[src/rtl/ucds_pkg.sv]
// shared types, constants and the descriptor decode function for the descriptor scanner
package ucds_pkg;

  localparam int unsigned BUFFER_BYTES_DEF = 256;

  localparam logic [7:0] DESC_TYPE_INTERFACE = 8'h04;
  localparam logic [7:0] DESC_TYPE_ENDPOINT  = 8'h05;
  localparam logic [1:0] EP_ATTR_INTERRUPT   = 2'b11;
  localparam logic [7:0] LENGTH_CAP          = 8'd255;
  localparam logic [8:0] FIRST_DESC_OFFSET   = 9'd9;
  localparam logic [15:0] DEFAULT_MPS        = 16'd8;

  // offsets inside one descriptor
  localparam logic [9:0] HDR_SPAN   = 10'd2;
  localparam logic [9:0] EP_SPAN    = 10'd7;
  localparam logic [9:0] IFACE_SPAN = 10'd9;
  localparam logic [9:0] POS_LEN_LO = 10'd2;
  localparam logic [9:0] POS_LEN_HI = 10'd3;
  localparam logic [9:0] POS_CFG    = 10'd5;

  // bytes 0..5 of a descriptor are all that decode needs
  localparam int unsigned WIN_BYTES = 6;

  localparam int unsigned OUT_TDATA_W = 48;

  typedef struct packed {
    logic       last;
    logic [7:0] data;
  } in_item_t;

  typedef struct packed {
    logic [7:0]  total_length;
    logic [7:0]  configuration_value;
    logic [7:0]  interface_class;
    logic [15:0] endpoint_max_packet;
    logic [3:0]  endpoint_number;
  } result_t;

  typedef struct packed {
    logic        iface;
    logic [7:0]  cls;
    logic        ep;
    logic [3:0]  num;
    logic [15:0] mps;
  } desc_hit_t;

  // decode one descriptor from its first six bytes, start offset q and total length
  function automatic desc_hit_t eval_desc(logic [WIN_BYTES-1:0][7:0] d, logic [9:0] q,
                                          logic [7:0] total);
    desc_hit_t  r;
    logic [9:0] t10;
    t10    = {2'b00, total};
    r.iface = (d[1] == DESC_TYPE_INTERFACE) && ((q + IFACE_SPAN) <= t10);
    r.cls   = d[5];
    r.ep    = (d[1] == DESC_TYPE_ENDPOINT) && ((q + EP_SPAN) <= t10) && d[2][7]
              && (d[3][1:0] == EP_ATTR_INTERRUPT);
    r.num   = d[2][3:0];
    r.mps   = {d[5], d[4]};
    return r;
  endfunction

endpackage

[src/rtl/ucds_in_stage.sv]
// input register for descriptor bytes
module ucds_in_stage (
  input  logic                clk,
  input  logic                rst,
  input  logic                s_tvalid,
  output logic                s_tready,
  input  logic [7:0]          s_tdata,   // data_byte
  input  logic                s_tlast,   // last_byte
  input  logic                pop,
  output logic                item_valid,
  output ucds_pkg::in_item_t  item
);
  import ucds_pkg::*;

  assign s_tready = !item_valid || pop;

  always_ff @(posedge clk) begin
    if (rst) begin
      item_valid <= 1'b0;
    end else if (s_tvalid && s_tready) begin
      item_valid <= 1'b1;
    end else if (pop) begin
      item_valid <= 1'b0;
    end
  end

  always_ff @(posedge clk) begin
    if (s_tvalid && s_tready) begin
      item.data <= s_tdata;
      item.last <= s_tlast;
    end
  end

endmodule

[src/rtl/ucds_walker.sv]
// scan state: header chain, six byte window and captured fields
module ucds_walker #(
  parameter int unsigned BufferBytes = ucds_pkg::BUFFER_BYTES_DEF
) (
  input  logic               clk,
  input  logic               rst,
  input  logic               cfg_wr_en,
  input  logic [7:0]         cfg_wr_data,
  input  logic               fire,
  input  ucds_pkg::in_item_t item,
  output ucds_pkg::result_t  result
);
  import ucds_pkg::*;

  localparam int unsigned PosW = $clog2(BufferBytes + 1);

  logic [PosW-1:0]  pos;
  logic [7:0]       len_lo;
  logic             len_hi_nz;
  logic [7:0]       cfg_val;
  logic [8:0]       next_hdr;
  logic             stopped;
  logic [4:0][7:0]  win;
  logic [4:0]       hdr;
  logic             cls_seen;
  logic [7:0]       found_cls;
  logic [3:0]       found_num;
  logic [15:0]      found_mps;
  logic [7:0]       default_class;

  logic             byte_ok;
  logic [9:0]       p10;
  logic [7:0]       cur;
  logic [7:0]       lo_cur;
  logic             hi_cur;
  logic [7:0]       total_cur;
  logic             at_hdr;
  logic             is_hdr;
  logic [WIN_BYTES-1:0][7:0] w6;
  logic [WIN_BYTES-1:0]      h6;
  logic [WIN_BYTES-1:0][WIN_BYTES-1:0][7:0] dk;
  desc_hit_t        hits [WIN_BYTES];

  assign byte_ok = pos < PosW'(BufferBytes);
  assign p10     = 10'(pos);
  assign cur     = item.data;

  // length and config value, including the byte in flight
  assign lo_cur    = (byte_ok && p10 == POS_LEN_LO) ? cur : len_lo;
  assign hi_cur    = (byte_ok && p10 == POS_LEN_HI) ? (cur != 8'd0) : len_hi_nz;
  assign total_cur = hi_cur ? LENGTH_CAP : lo_cur;

  assign at_hdr = byte_ok && !stopped && (p10 == {1'b0, next_hdr});
  assign is_hdr = at_hdr && ((p10 + HDR_SPAN) <= {2'b00, total_cur}) && (cur != 8'd0);

  assign w6 = {win, cur};
  assign h6 = {hdr, is_hdr};

  // descriptor k starts k bytes back; bytes not yet seen read as zero
  always_comb begin
    dk = '0;
    for (int k = 0; k < WIN_BYTES; k++) begin
      for (int j = 0; j <= k; j++) begin
        if (j < k || byte_ok) begin
          dk[k][j] = w6[k-j];
        end
      end
    end
  end

  always_comb begin
    for (int k = 0; k < WIN_BYTES; k++) begin
      hits[k] = eval_desc(dk[k], p10 - 10'(k), total_cur);
    end
  end

  // result on the last byte: later descriptors in the chain win
  always_comb begin
    result.endpoint_number     = found_num;
    result.endpoint_max_packet = found_mps;
    result.interface_class     = cls_seen ? found_cls : default_class;
    for (int k = WIN_BYTES - 1; k >= 0; k--) begin
      if (h6[k] && hits[k].iface) begin
        result.interface_class = hits[k].cls;
      end
      if (h6[k] && hits[k].ep) begin
        result.endpoint_number     = hits[k].num;
        result.endpoint_max_packet = hits[k].mps;
      end
    end
    result.configuration_value = (byte_ok && p10 == POS_CFG) ? cur : cfg_val;
    result.total_length = total_cur;
  end

  always_ff @(posedge clk) begin
    if (rst) begin
      default_class <= 8'd0;
    end else if (cfg_wr_en) begin
      default_class <= cfg_wr_data;
    end
  end

  always_ff @(posedge clk) begin
    if (rst || (fire && item.last)) begin
      pos       <= '0;
      len_lo    <= 8'd0;
      len_hi_nz <= 1'b0;
      cfg_val   <= 8'd0;
      next_hdr  <= FIRST_DESC_OFFSET;
      stopped   <= 1'b0;
      hdr       <= '0;
      cls_seen  <= 1'b0;
      found_cls <= 8'd0;
      found_num <= 4'd0;
      found_mps <= DEFAULT_MPS;
    end else if (fire && byte_ok) begin
      pos       <= pos + 1'b1;
      len_lo    <= lo_cur;
      len_hi_nz <= hi_cur;
      if (p10 == POS_CFG) begin
        cfg_val <= cur;
      end
      if (is_hdr) begin
        next_hdr <= next_hdr + 9'(cur);
      end else if (at_hdr) begin
        stopped <= 1'b1;
      end
      hdr <= h6[4:0];
      // descriptor five bytes back is now complete
      if (h6[5] && hits[5].iface) begin
        cls_seen  <= 1'b1;
        found_cls <= hits[5].cls;
      end
      if (h6[5] && hits[5].ep) begin
        found_num <= hits[5].num;
        found_mps <= hits[5].mps;
      end
    end
  end

  always_ff @(posedge clk) begin
    if (fire && byte_ok) begin
      win <= w6[4:0];
    end
  end

endmodule

[src/rtl/ucds_out_stage.sv]
// result register on the master side
module ucds_out_stage (
  input  logic                          clk,
  input  logic                          rst,
  input  logic                          load,
  input  ucds_pkg::result_t             result,
  output logic                          ready,
  output logic                          m_tvalid,
  input  logic                          m_tready,
  output logic [ucds_pkg::OUT_TDATA_W-1:0] m_tdata
);
  import ucds_pkg::*;

  result_t held;

  assign ready   = !m_tvalid || m_tready;
  assign m_tdata = {(OUT_TDATA_W - $bits(result_t))'(0), held};

  always_ff @(posedge clk) begin
    if (rst) begin
      m_tvalid <= 1'b0;
    end else if (load) begin
      m_tvalid <= 1'b1;
    end else if (m_tready) begin
      m_tvalid <= 1'b0;
    end
  end

  always_ff @(posedge clk) begin
    if (load) begin
      held <= result;
    end
  end

endmodule

[src/rtl/usb_config_descriptor_scanner.sv]
// top level of the configuration descriptor scanner
//
// bytes of a configuration descriptor set enter on the s_ side, one per transfer,
// starting at offset 0; s_tlast marks the final byte. on that byte one result
// leaves on the m_ side: interrupt IN endpoint number and max packet size,
// interface class, configuration value and total length clamped to 255.
// the chain is walked on the fly from offset 9; a six byte window holds the
// descriptors whose fields are still arriving, so no byte store is needed.
// throughput: one byte per cycle unless a last byte waits for the result slot,
// fixed by the single input register feeding one pass of compare and capture
// logic into the result register; the result is loaded as the last byte leaves.
// default_class is written through cfg_wr_en / cfg_wr_data, and the user must
// do so only while idle; the block does not enforce it. reset clears the scan
// state, the register and both stages; scan state also clears after each result.
// when the receiver stalls, the held result stays put; non-last bytes keep
// flowing, and a last byte waits in the input register until the result slot
// frees, which then holds off s_tready.
module usb_config_descriptor_scanner #(
  parameter int unsigned BufferBytes = ucds_pkg::BUFFER_BYTES_DEF
) (
  input  logic                             clk,
  input  logic                             rst,
  input  logic                             cfg_wr_en,
  input  logic [7:0]                       cfg_wr_data,   // default_class
  input  logic                             s_tvalid,
  output logic                             s_tready,
  input  logic [7:0]                       s_tdata,       // [7:0] data_byte
  input  logic                             s_tlast,       // last_byte
  output logic                             m_tvalid,
  input  logic                             m_tready,
  // [3:0] endpoint_number, [19:4] endpoint_max_packet, [27:20] interface_class,
  // [35:28] configuration_value, [43:36] total_length, rest zero
  output logic [ucds_pkg::OUT_TDATA_W-1:0] m_tdata
);
  import ucds_pkg::*;

  in_item_t item;
  logic     item_valid;
  logic     out_ready;
  logic     walk_fire;
  logic     res_load;
  result_t  result;

  // a last byte only moves on when the result slot can take it
  assign walk_fire = item_valid && (!item.last || out_ready);
  assign res_load  = walk_fire && item.last;

  ucds_in_stage u_in (
    .clk        (clk),
    .rst        (rst),
    .s_tvalid   (s_tvalid),
    .s_tready   (s_tready),
    .s_tdata    (s_tdata),
    .s_tlast    (s_tlast),
    .pop        (walk_fire),
    .item_valid (item_valid),
    .item       (item)
  );

  ucds_walker #(
    .BufferBytes (BufferBytes)
  ) u_walk (
    .clk         (clk),
    .rst         (rst),
    .cfg_wr_en   (cfg_wr_en),
    .cfg_wr_data (cfg_wr_data),
    .fire        (walk_fire),
    .item        (item),
    .result      (result)
  );

  ucds_out_stage u_out (
    .clk      (clk),
    .rst      (rst),
    .load     (res_load),
    .result   (result),
    .ready    (out_ready),
    .m_tvalid (m_tvalid),
    .m_tready (m_tready),
    .m_tdata  (m_tdata)
  );

  // a last byte never overwrites a result that is still waiting
  a_no_overwrite: assert property (@(posedge clk) disable iff (rst)
    res_load |-> (!m_tvalid || m_tready))
    else $error("result register overwritten while stalled");

  // a taken result with no new load leaves the output empty
  a_drain: assert property (@(posedge clk) disable iff (rst)
    (m_tvalid && m_tready && !res_load) |=> !m_tvalid)
    else $error("result shown twice");

  // input side only stalls behind a held byte
  a_stall_cause: assert property (@(posedge clk) disable iff (rst)
    !s_tready |-> (item_valid && item.last && m_tvalid && !m_tready))
    else $error("input stalled without a waiting last byte");

endmodule

[config.mk]
export PLATFORM = sky130hd
export DESIGN_NAME = usb_config_descriptor_scanner
export DESIGN_NICKNAME = d
export VERILOG_FILES = /design/src/rtl/ucds_pkg.sv /design/src/rtl/ucds_in_stage.sv /design/src/rtl/ucds_walker.sv /design/src/rtl/ucds_out_stage.sv /design/src/rtl/usb_config_descriptor_scanner.sv
export SDC_FILE = /design/constraint.sdc
export NUM_CORES = 1
export LEC_CHECK = 0
export BUFFER_PORTS_ARGS = -buffer_cell sky130_fd_sc_hd__buf_2
export CORE_MARGIN = 10
export CORE_UTILIZATION = 55
export DETAILED_ROUTE_END_ITERATION = 10
export HOLD_SLACK_MARGIN = 0.12
export PLACE_DENSITY_LB_ADDON = 0.08
export REMOVE_ABC_BUFFERS = 1
export SETUP_SLACK_MARGIN = 0.5
export SLEW_MARGIN = 40
export SYNTH_ARGS = -nofsm -noshare
export SYNTH_HDL_FRONTEND = slang
export SYNTH_SLANG_ARGS = --single-unit
[constraint.sdc]
create_clock -name clk -period 4.31 [get_ports clk]
set_clock_uncertainty 0.2 [all_clocks]
set_input_delay 0.2155 -clock clk [delete_from_list [all_inputs] [get_ports clk]]
set_output_delay 0.2155 -clock clk [all_outputs]
set_load 0.05 [all_outputs]
# Yosys cells after proc, flatten, opt, wreduce, memory -nomap -nowiden
# Index checks and enable logic that the tools add are counted.
# totals
out_inout_bits	50
reg_bits	165
input_bits	22
# classes
n_addsub	16
n_eq_ne	15
n_mux	14
reduce_logical	51
order_cmp	10
n_bitwise	1
# ops
op	count
$le 10x8->1	9
$eq 8x3->1 const B	8
$add 10x4->10 const B	5
$mux 8	6
$logic_and 1x1->1	33
$add 10x3->10 const B	3
$mux 20	1
$sub 9x2->10 const B	2
$sub 9x3->10 const B	2
$eq 9x2->1 const B	2
$mux 12	1
$add 9x2->10 const B	1
$sub 9x1->10 const B	1
$add 9x1->9 const B	1
$add 9x8->9	1
$eq 9x3->1 const B	1
$eq 9x9->1	1
$lt 9x9->1 const B	1
$reduce_and 2->1	4
$reduce_bool 8->1	1
$eq 2x2->1 const B	3
$mux 1	5
$logic_not 1->1	4
$logic_or 1x1->1	4
6 further kinds	7

# Depth between registers and ports, before layout
# depth
depth_word	12
mapped_depth	19

# Cells and area by module
# Synthesis repeated with hierarchy kept, for this count alone.
# unflattened
hier_cells	1039
hier_area_um2	10299.9
# modules_own_cells
mod	seq_area_each_um2	instances	cells_each	area_each_um2
ucds_walker	2522.4	1	969	8554.5
ucds_out_stage	1341.3	1	53	1401.3
ucds_in_stage	290.3	1	14	325.3
usb_config_descriptor_scanner	0.0	1	3	18.8

# Worst setup path before layout
# No wires, ideal clock.
# synth_path
path_type	register -> register
from	register u_walk.pos[3]
to	register u_out.held (netlist bit u_out.m_tdata[1]) (data pin)
required_time_ns	3.846
setup_ns	0.264
arrival_ns	4.112
path_stages_with_launch	17
setup_slack_ns	-0.267
n_path_buf	2
period_less_slack_ns	4.577
path_cell_list	dfxtp_1 > buf_1 > inv_1 > ha_1 > a21boi_1 > xnor2_1 > nor3_1 > nand3_1 > xor2_1 > ha_1 > a2111oi_0 > a31oi_1 > or3_1 > a21oi_1 > or2_2 > buf_2 > o21ai_0
# synth_rtl
element	line_no	rtl
start, declared	ucds_walker.sv:17	logic [PosW-1:0] pos;
start signal, assigned	ucds_walker.sv:117	pos <= pos + 1'b1;
end signal, assigned	ucds_out_stage.sv:31	held <= result;
end, declared	ucds_out_stage.sv:14	result_t held;

==> impl_metrics.env <==
export IMPL_status="finished, final reports clean"
export IMPL_nets=1350
export IMPL_worstPathMaxFanout=6
export IMPL_yosys_warnings=0
export IMPL_synth_top_area_cell="edfxtp_1"
export IMPL_grt_pass1_wl_um=47200
export IMPL_synth_seq_area_share_pct=40.3
export IMPL_antenna_cells=0
export IMPL_cts_root_buf="clkbuf_16"
export IMPL_crit_arrival_ns=4.09
export IMPL_cts_buffers=17
export IMPL_synth_edff_count=85
export IMPL_place_congestion=0.937
export IMPL_peakVddDrop_mv=0.285
export IMPL_clk_pin_slew_ns=0.08
export IMPL_die_width_um=157
export IMPL_cap_violations=0
export IMPL_vias=8702
export IMPL_yosys_most_used_dff="edfxtp_1"
export IMPL_gr_usage_all_layers_pct=24.4
export IMPL_final_common_cell="nor2_1"
export IMPL_routed_wirelength_um=30900
export IMPL_rsz0062_at_grt="true"
export IMPL_antenna_found_initial=0
export IMPL_async_reset_ff_share_pct=0
export IMPL_powerDensity_mw_per_mm2=284
export IMPL_drive_gt1_share_pct=27.8
export IMPL_clockBufferDepth=2
export IMPL_ios=72
export IMPL_slew_headroom_pct=46.1
export IMPL_synth_seq_cells=165
export IMPL_first_pass_iters=6
export IMPL_synthMuxAreaShare_pct=9.54
export IMPL_holdWs_ns=0.251
export IMPL_cts_sinks=165
export IMPL_period_needed_ns=4.09
export IMPL_clk_latency_ns=0.44
export IMPL_synthTopCellsByArea="edfxtp_1 25%, dfxtp_1 16%, ha_1 11%"
export IMPL_placed_cell_area_mm2=0.0113
export IMPL_htree_levels=4
export IMPL_grt_pass1_vias=8465
export IMPL_syn2layout_area_growth_pct=31.2
export IMPL_drtIter0Drc=723
export IMPL_synth_fa_ha_area_share_pct=11.6
export IMPL_dpl_worst_slack_ns=-0.0841
export IMPL_syn_inst=1031
export IMPL_synth_top_area_share_pct=24.7
export IMPL_synth_top_family_by_area="simple AND/OR/NAND/NOR gates"
export IMPL_row_count=50
export IMPL_max_freq_mhz=244
export IMPL_vias_per_cell=5.88
export IMPL_finish_instance_area_mm2=0.0135
export IMPL_post_route_period_util_pct=94.9
export IMPL_core_area_mm2=0.0186
export IMPL_synth_compound_area_share_pct=11.0
export IMPL_start_util_pct=55.5
export IMPL_crit_path_end_kind="flop"
export IMPL_ant_nets=0
export IMPL_hold_violations=0
export IMPL_io_buffers=67
export IMPL_yosys_area_share_simple_pct=16.6
export IMPL_synth_xor_area_share_pct=7.54
export IMPL_cts_tree="yes"
export IMPL_syn_cell_area_mm2=0.0103
export IMPL_setup_viol=0
export IMPL_die_h_um=157
export IMPL_hold_class="flop to flop"
export IMPL_critPathKind="flop to flop"
export IMPL_final_cell_mix="104 x nor2_1, 87 x buf_4, 85 x edfxtp_1, 78 x ha_1, 78 x dfxtp_1"
export IMPL_dieArea_mm2=0.0246
export IMPL_cp_start_kind="flop"
export IMPL_synth_cell_type_count=76
export IMPL_cellLeakagePower_uw=0.00559
export IMPL_syn_mean_instance_area_um2=10.0
export IMPL_grt_max_degree=41
export IMPL_hpwlAfterDp_um=20800
export IMPL_overflow=0
export IMPL_fin_ws_ns=0.219
export IMPL_drv_slew=0
export IMPL_drc_errors=0
export IMPL_required_ns=4.31
export IMPL_post_drt_wl_per_cell_um=20.9
export IMPL_tightestPinTransition_ns=0.801
export IMPL_finalCoreUtilization_pct=72.9
==> cell families (layout without fill, tap and decap cells) <==
logic type	count (synthesis)	after routing
compound gates	165	165
xor+xnor	88	88
fa+ha+maj	95	95
buf+inv	79	290
flops	165	165
mux	96	96
other cells	1	4
simple gates	342	343
==> timing repair <==
item / CTS / global route
gates cloned: 4 / 4
gates resized for setup: 80 / 97
hold buffers: 37 / 0
endpoints found under the hold margin: 31 / 0
setup endpoints to repair: 67 / 67
buffers inserted: 22 / 21
pin swaps: 17 / 36
==> cells in the mapped netlist, drive strengths merged, types with 16 or more instances <==
library cell,n
nor2,111
ha,94
edfxtp,85
dfxtp,80
mux2i,80
nand2,66
xnor2,54
a21oi,43
nor3,34
xor2,34
inv,31
nor2b,30
o21ai,25
buf,24
clkbuf,24
nand4,21
mux2,16
nand3,16
==> where the power goes <==
part / internal [uW] / total, uW / switching (uW) / leakage (uW)
clock: 846 / 1610 / 761 / 0.000302
sequential: 1680 / 1710 / 23.1 / 0.00145
combinational: 231 / 531 / 300 / 0.00383
==> routing by layer <==
metal | GRT usage, % | wire, um | vias to the layer above
met5 | 0 | 0 | -
met4 | 7.10 | 564 | 0
met3 | 5.05 | 2020 | 51
met2 | 38.9 | 14800 | 328
met1 | 32.8 | 13600 | 4195
li1 | - | - | 4128
==> sequential cells by signal, summed over array words and instances (netlist names), 5 cells and up <==
register	flops
u_walk.found_cls	8
u_in.item	9
u_walk.found_mps	16
u_out.m_tdata	44
u_walk.pos	9
u_walk.len_lo	8
u_walk.default_class	8
u_walk.hdr	5
u_walk.next_hdr	9
u_walk.cfg_val	8
u_walk.dk	32
==> worst paths after layout <==
kind | from | slack [ns] | cells after the start | end
worst max-delay path | u_walk.pos[7] | 0.22 | 17 | u_out.m_tdata[2]
worst min-delay path | u_walk.dk[150] | 0.25 | 0 | u_walk.dk[198]
worst max register to register | u_walk.pos[7] | 0.22 | 17 | u_out.m_tdata[2]
worst min register to register | u_walk.dk[150] | 0.25 | 0 | u_walk.dk[198]
==> area by class of cell <==
cell class	instances	area [um2]
multi-input combinational	791	6460
clock buffer	17	425
inverter	31	130
timing repair buffer	227	1870
tap	234	293
fill	1348	5040
clock inverter	15	206
sequential	165	4160
==> worst max-delay path, cell delays in order, from the launching register on <==
cell	delay, ns
dfxtp_1	0.32
or4_4	0.58
nor2_4	0.11
and3_4	0.23
buf_6	0.12
mux2i_4	0.28
nand2_8	0.09
inv_8	0.07
buf_6	0.10
ha_4	0.20
nor2b_4	0.12
o21a_1	0.18
o211ai_1	0.21
a31oi_1	0.11
or3_4	0.41
a21oi_4	0.19
or2_4	0.23
o21ai_1	0.07
==> through the flow <==
step           power (uW)  setup TNS, ns  instances
2_1_floorplan        2010         -49.45        986
3_3_place_gp         2140         -0.742       1360
3_5_place_dp         2140         -0.436       1360
4_1_cts              3790              0       1455
5_1_grt              3960              0       1480
6_report             3840              0       1480
No activity file was read; power rests on OpenSTA's default activity.
